===== src/rtl/snh_pkg.sv =====
// Package of the symbol name hash block: field widths, hash constants, prime default.
// Depends on nothing; used by the interfaces, the top level and the checker.
`timescale 1ns / 1ps

package snh_pkg;

  localparam int CHAR_W   = 8;
  localparam int BUCKET_W = 19;
  localparam int HASH_W   = 32;

  localparam int unsigned TABLE_PRIME_DEFAULT = 500009;

  localparam logic [HASH_W-1:0] TOP_NIBBLE = 32'hF000_0000;
  localparam int NIBBLE_FOLD_SHIFT = 24;
  localparam int MIX_SHIFT         = 3;
  localparam int ELF_SHIFT         = 4;

endpackage


===== src/rtl/snh_char_if.sv =====
// Input channel of the symbol name hash block: one name character per word.
// Depends on snh_pkg.
`timescale 1ns / 1ps

interface snh_char_if import snh_pkg::*; ();
  logic              valid;
  logic              ready;
  logic [CHAR_W-1:0] char_code;
  logic              last_char;

  modport source (output valid, output char_code, output last_char, input ready);
  modport sink (input valid, input char_code, input last_char, output ready);
endinterface


===== src/rtl/snh_bucket_if.sv =====
// Output channel of the symbol name hash block: one bucket index per word.
// Depends on snh_pkg.
`timescale 1ns / 1ps

interface snh_bucket_if import snh_pkg::*; ();
  logic                valid;
  logic                ready;
  logic [BUCKET_W-1:0] bucket;

  modport source (output valid, output bucket, input ready);
  modport sink (input valid, input bucket, output ready);
endinterface


===== src/rtl/symbol_name_hash.sv =====
// Top level of the symbol name hash block: running ELF and mix hashes plus
// a pipelined reduction modulo the table prime. Depends on snh_pkg,
// snh_char_if and snh_bucket_if.
//
//   channel     direction  word
//   name_chars  in         char_code[7:0], last_char
//   buckets     out        bucket[18:0]
//
// One character is taken every cycle while name_chars.ready is high.
// The hash registers update in the cycle a word is accepted; a final
// character enters a five-stage reduction pipeline (two multipliers, a
// subtract and one correction), so its bucket word passes stages s1 to s4
// and the output register and leaves when buckets is ready. Reset clears
// the hashes and empties the pipeline. A stall on buckets backs up through
// the pipeline and drops name_chars.ready only once every stage is full.
`timescale 1ns / 1ps

module symbol_name_hash import snh_pkg::*; #(
  parameter int unsigned TABLE_PRIME = TABLE_PRIME_DEFAULT
) (
  input  logic          clk,
  input  logic          rst,
  snh_char_if.sink      name_chars,
  snh_bucket_if.source  buckets
);

  // Barrett-style reciprocal: floor(2^32 / P) keeps the quotient estimate
  // at most one short, so a single conditional subtract finishes the job.
  localparam logic [HASH_W-1:0] RECIP  = HASH_W'((64'd1 << HASH_W) / 64'(TABLE_PRIME));
  localparam logic [HASH_W-1:0] PRIME  = HASH_W'(TABLE_PRIME);

  logic [HASH_W-1:0] shift_hash;
  logic [HASH_W-1:0] mix_hash;
  logic [HASH_W-1:0] char_position;

  logic [HASH_W-1:0] ch;
  logic [HASH_W-1:0] elf_sum;
  logic [HASH_W-1:0] elf_top;
  logic [HASH_W-1:0] shift_hash_next;
  logic [HASH_W-1:0] mix_hash_next;
  logic              accept;

  // Reduction pipeline.
  logic                  s1_valid, s2_valid, s3_valid, s4_valid, out_valid;
  logic                  s1_en, s2_en, s3_en, s4_en, out_en;
  logic [HASH_W-1:0]     s1_x, s2_x, s3_x;
  logic [2*HASH_W-1:0]   s2_prod;
  logic [HASH_W-1:0]     s3_qp;
  logic [HASH_W-1:0]     s4_r;
  logic [HASH_W-1:0]     r_fixed;
  logic [BUCKET_W-1:0]   bucket;

  assign ch      = {{(HASH_W-CHAR_W){name_chars.char_code[CHAR_W-1]}}, name_chars.char_code};
  assign elf_sum = (shift_hash << ELF_SHIFT) + ch;
  assign elf_top = elf_sum & TOP_NIBBLE;
  // Folding the top nibble down and XORing it off clears it in one step.
  assign shift_hash_next = elf_sum ^ (elf_top >> NIBBLE_FOLD_SHIFT) ^ elf_top;
  assign mix_hash_next   = (mix_hash << MIX_SHIFT) - (ch + char_position);

  assign out_en = !out_valid || buckets.ready;
  assign s4_en  = !s4_valid || out_en;
  assign s3_en  = !s3_valid || s4_en;
  assign s2_en  = !s2_valid || s3_en;
  assign s1_en  = !s1_valid || s2_en;

  assign name_chars.ready = s1_en;
  assign accept           = name_chars.valid && s1_en;

  assign r_fixed = (s4_r >= PRIME) ? s4_r - PRIME : s4_r;

  always_ff @(posedge clk) begin
    if (rst) begin
      shift_hash    <= '0;
      mix_hash      <= '0;
      char_position <= '0;
      s1_valid      <= 1'b0;
      s2_valid      <= 1'b0;
      s3_valid      <= 1'b0;
      s4_valid      <= 1'b0;
      out_valid     <= 1'b0;
    end else begin
      if (accept) begin
        if (name_chars.last_char) begin
          shift_hash    <= '0;
          mix_hash      <= '0;
          char_position <= '0;
        end else begin
          shift_hash    <= shift_hash_next;
          mix_hash      <= mix_hash_next;
          char_position <= char_position + HASH_W'(1);
        end
      end
      if (s1_en)  s1_valid  <= accept && name_chars.last_char;
      if (s2_en)  s2_valid  <= s1_valid;
      if (s3_en)  s3_valid  <= s2_valid;
      if (s4_en)  s4_valid  <= s3_valid;
      if (out_en) out_valid <= s4_valid;
    end
  end

  always_ff @(posedge clk) begin
    if (s1_en) s1_x <= shift_hash_next ^ mix_hash_next;
    if (s2_en) begin
      s2_x    <= s1_x;
      s2_prod <= s1_x * RECIP;
    end
    if (s3_en) begin
      s3_x  <= s2_x;
      // The estimate times the prime never exceeds x, so 32 bits hold it.
      s3_qp <= HASH_W'(s2_prod[2*HASH_W-1:HASH_W] * PRIME);
    end
    if (s4_en)  s4_r   <= s3_x - s3_qp;
    if (out_en) bucket <= r_fixed[BUCKET_W-1:0];
  end

  assign buckets.valid  = out_valid;
  assign buckets.bucket = bucket;

endmodule


===== src/flat_wrapper.sv =====
// flat-port wrapper written by rule: the top's interface ports become plain ports
module symbol_name_hash_flat import snh_pkg::*;
#(
  parameter int unsigned TABLE_PRIME = TABLE_PRIME_DEFAULT
)
  (clk, rst, name_chars_valid, name_chars_char_code, name_chars_last_char, name_chars_ready, buckets_valid, buckets_bucket, buckets_ready);
  snh_char_if name_chars_i ();
  snh_bucket_if buckets_i ();
  input  logic clk;
  input  logic rst;
  input wire logic [$bits(name_chars_i.valid)-1:0] name_chars_valid;
  input wire logic [$bits(name_chars_i.char_code)-1:0] name_chars_char_code;
  input wire logic [$bits(name_chars_i.last_char)-1:0] name_chars_last_char;
  output wire logic [$bits(name_chars_i.ready)-1:0] name_chars_ready;
  output wire logic [$bits(buckets_i.valid)-1:0] buckets_valid;
  output wire logic [$bits(buckets_i.bucket)-1:0] buckets_bucket;
  input wire logic [$bits(buckets_i.ready)-1:0] buckets_ready;
  assign name_chars_i.valid = name_chars_valid;
  assign name_chars_i.char_code = name_chars_char_code;
  assign name_chars_i.last_char = name_chars_last_char;
  assign name_chars_ready = name_chars_i.ready;
  assign buckets_valid = buckets_i.valid;
  assign buckets_bucket = buckets_i.bucket;
  assign buckets_i.ready = buckets_ready;
  symbol_name_hash #(.TABLE_PRIME(TABLE_PRIME)) u_core (.clk(clk), .rst(rst), .name_chars(name_chars_i), .buckets(buckets_i));
endmodule

===== config.mk =====
export PLATFORM = sky130hd
export DESIGN_NAME = symbol_name_hash_flat
export DESIGN_NICKNAME = d
export VERILOG_FILES = /design/src/rtl/snh_pkg.sv /design/src/rtl/snh_char_if.sv /design/src/rtl/snh_bucket_if.sv /design/src/rtl/symbol_name_hash.sv /design/src/flat_wrapper.sv
export SDC_FILE = /design/constraint.sdc
export NUM_CORES = 1
export LEC_CHECK = 0
export ABC_AREA = 1
export BUFFER_PORTS_ARGS = -buffer_cell sky130_fd_sc_hd__buf_2
export CORE_AREA = 2 2 247 249
export CTS_CLUSTER_DIAMETER = 40
export DETAILED_ROUTE_END_ITERATION = 8
export DIE_AREA = 0 0 249 251
export GPL_TIMING_DRIVEN = 1
export HOLD_SLACK_MARGIN = 0.12
export PLACE_DENSITY = 0.77
export SYNTH_ARGS = -nofsm -noshare
export SYNTH_HDL_FRONTEND = slang
export SYNTH_SLANG_ARGS = --single-unit

===== constraint.sdc =====
create_clock -name clk -period 14.65 [get_ports clk]
set_clock_uncertainty 0.05 [all_clocks]
set_input_delay 1.465 -clock clk [delete_from_list [all_inputs] [get_ports clk]]
set_output_delay 1.465 -clock clk [all_outputs]
set_load 0.1 [all_outputs]

==> insert_results.sql <==
INSERT INTO impl_metrics (metric_group, metric, value, unit) VALUES
('timing', 'final_hold_viol_count', '0', ''),
('clock_network', 'sinks_on_the_clock_net', '287', ''),
('global_route', 'antenna_found_initial', '3', ''),
('worst_setup_path', 'required_time_reported_for_the_critical_path_endpoint', '13.14', 'ns'),
('layout', 'area_occupied_by_multi_input_gates', '18900', 'um^2'),
('logic_synthesis', 'cell_variety_after_synth', '45', ''),
('routing', 'routed_wire_length_per_instance', '16.8', 'um'),
('logic_synthesis', 'yosys_most_used_dff', 'edfxtp_1', ''),
('clock_network', 'clockBufferDepth', '3', ''),
('worst_setup_path', 'regToRegSetupSlack', '9.39', 'ns'),
('timing', 'drv_slew', '0', ''),
('routing', 'drtIter0Drc', '1816', ''),
('global_route', 'first_global_vias', '24600', ''),
('clock_network', 'clk_root_buffer_cell', 'clkbuf_16', ''),
('routing', 'drtAntennaViolNets', '0', ''),
('layout', 'layout.cells.most_common_list', '884 x nand2_1, 766 x inv_1, 415 x ha_1', ''),
('layout', 'insertedDiodeCount', '0', ''),
('logic_synthesis', 'synthCells', '3756', ''),
('clock_network', 'tritoncts_clock_tree', 'done', ''),
('timing', 'worst_pin_slew', '1.02', 'ns'),
('logic_synthesis', 'synth_seq_cells', '287', ''),
('layout', 'finalNetCount', '4437', ''),
('logic_synthesis', 'synth.top_cell.area_share', '0.196', ''),
('clock_network', 'reg_clk_slew_reported_paths', '0.06', 'ns'),
('timing', 'total_setup_violations_reported_at_the_end_of_the_flow', '0', ''),
('floorplan', 'top_level_ports', '34', ''),
('clock_network', 'postCtsSetupRepairBufs', '0', ''),
('clock_network', 'cts_resized', '0', ''),
('clock_network', 'worst_skew_pair.late_latency', '0.58', 'ns'),
('worst_setup_path', 'critical_path_peak_fanout', '66', ''),
('worst_setup_path', 'timing.critical_path.arrival', '4.31', 'ns'),
('timing', 'layout_worst_path_cycle_share', '0.397', ''),
('logic_synthesis', 'synth_area_leader_cell', 'edfxtp_1', ''),
('global_route', 'grt_use_total', '0.254', ''),
('status', 'result_of_the_run', 'completed', ''),
('layout', 'layout_commonest_cell', 'nand2_1', ''),
('logic_synthesis', 'netlist_top_cells_area', 'edfxtp_1 20%, ha_1 18%, fa_1 13%', ''),
('floorplan', 'dieWidth', '249', 'um'),
('logic_synthesis', 'proportion_of_synthesized_chip_area_in_sequential_cells', '0.259', ''),
('layout', 'register_area', '7680', 'um^2'),
('worst_setup_path', 'critPathLaunchType', 'input pin', ''),
('worst_setup_path', 'crit_type', 'input pin to output pin', ''),
('routing', 'drt_pass1_iterations', '5', ''),
('hold_path', 'min_path_type', 'register to register', ''),
('global_route', 'grt_pass1_wl', '127000', 'um'),
('place', 'finalWeightedCongestion', '0.975', ''),
('floorplan', 'die_y', '251', 'um'),
('timing', 'layout_min_cycle_time', '5.82', 'ns'),
('timing', 'timing.slew.headroom', '0.318', ''),
('layout', 'num-fill-cells', '5626', ''),
('floorplan', 'die_footprint', '62500', 'um^2'),
('global_route', 'grt_overflow', '0', ''),
('routing', 'drc', '0', ''),
('worst_setup_path', 'timing.critical_path.to_type', 'output pin', ''),
('floorplan', 'floorplan.core_area', '59800', 'um^2'),
('place', 'input_output_buffers', '33', ''),
('clock_network', 'tritoncts.num_buffers', '42', ''),
('logic_synthesis', 'synth_nets', '4381', ''),
('routing', 'vias_per_cell', '5.31', ''),
('clock_network', 'htree_num_levels', '2', ''),
('timing', 'unrepaired_setup_endpoints_after_global_routing', 'no', ''),
('run', 'maxCapViolations', '0', ''),
('routing', 'totalWireLength', '77900', 'um'),
('routing', 'detailroute.via_count', '24600', ''),
('floorplan', 'rows', '90', ''),
('logic_synthesis', 'avgSynthCellArea', '7.89', 'um^2'),
('layout', 'post_route_cells_drive_above_1_share', '0.0369', ''),
('place', 'post-dp-hpwl', '64200', 'um'),
('layout', 'syn_to_final_growth', '8.36', '%'),
('logic_synthesis', 'synth_enable_flop_cells', '193', ''),
('logic_synthesis', 'synth-warning-count', '0', ''),
('clock_network', 'hold_buffers', '0', ''),
('timing', 'maxClockFrequency', '172', 'MHz'),
('logic_synthesis', 'share_of_synthesized_registers_carrying_an_async_set_or_reset', '0', ''),
('timing', 'setup-tns-final', '0', 'ns'),
('logic_synthesis', 'synth.cell_area', '29600', 'um^2'),
('global_route', 'grt_start_max_net_pins', '82', ''),
('floorplan', 'floorplan.initialDensity', '0.496', '');
## logic make-up after synthesis
family,share of synthesized area
simple gates,0.214
xor+xnor,0.0361
fa+ha+maj,0.308
flops,0.259
buf+inv,0.105
compound gates,0.0778
## routing by layer
| layer | track usage | vias up | share of wire |
|---|---|---|---|
| li1 | - | 12200 | - |
| met1 | 0.328 | 11600 | 0.43 |
| met2 | 0.446 | 635 | 0.48 |
| met3 | 0.0315 | 129 | 0.057 |
| met4 | 0.0805 | 0 | 0.031 |
| met5 | 0 | - | 0 |
## path summary, 6_finish.rpt
check	startpoint	end	depth (start not counted)
worst min-delay path	u_core.s2_x[21]	u_core.s3_x[21]	0
worst min register to register	u_core.s2_x[21]	u_core.s3_x[21]	0
worst max register to register	u_core.s1_x[11]	u_core.s2_prod[45]	17
worst max-delay path	buckets_ready	name_chars_ready	9
## state kept, by name, summed over array words and instances, names as in the netlist, 14 cells and up
signal and flops:
u_core.char_position 32, u_core.shift_hash 28, u_core.buckets.bucket 19, u_core.s3_x 32, u_core.mix_hash 29, u_core.s3_qp 32
u_core.s2_x 32, u_core.s2_prod 14, u_core.s4_r 32, u_core.s1_x 32
## through the flow
step | util | setup WS (ns) | area, um^2 | hold WS [ns] | std cells
CTS | 0.537 | 8.79 | 32100 | 0.353 | 4628
floorplan | - | 9.52 | 29600 | 0.350 | 3756
global route | 0.537 | 8.62 | 32100 | 0.363 | 4628
global placement | 0.512 | 8.85 | 30600 | 0.351 | 4550
finish | 0.537 | 8.83 | 32100 | 0.353 | 4628
detailed placement | 0.512 | 8.80 | 30600 | 0.355 | 4550
## cells in the mapped netlist (10+ instances only)
cell      count
o21bai_1     36
edfxtp_1    193
a21o_1       13
inv_1       767
nand3_1     199
o21ai_1      10
nand3b_1     12
nor3_1       56
ha_1        415
clkbuf_1     10
xnor2_1      28
fa_1        197
a21oi_1     257
nand2_1     884
nor2_1      247
dfxtp_1      94
o21ai_0      84
nand4_1      76
xor2_1       94
## final cells by class
type	count	area share
multi-input combinational	2669	0.587
timing repair buffer	41	0.00701
clock inverter	32	0.0118
sequential	287	0.239
tap	782	0.0305
clock buffer	46	0.0342
inverter	771	0.0901
## critical path: stages
cell and delay (ns):
buf_2 0.08, inv_1 0.04, nand2_2 0.49, nor2_4 0.06, nand2_2 0.07, buf_4 0.64, nor2_4 0.08, nand2_2 0.76
buf_2 0.58
Power is not shown: default switching activity piles up to over one toggle a cycle in this logic, so the estimate is an artifact.
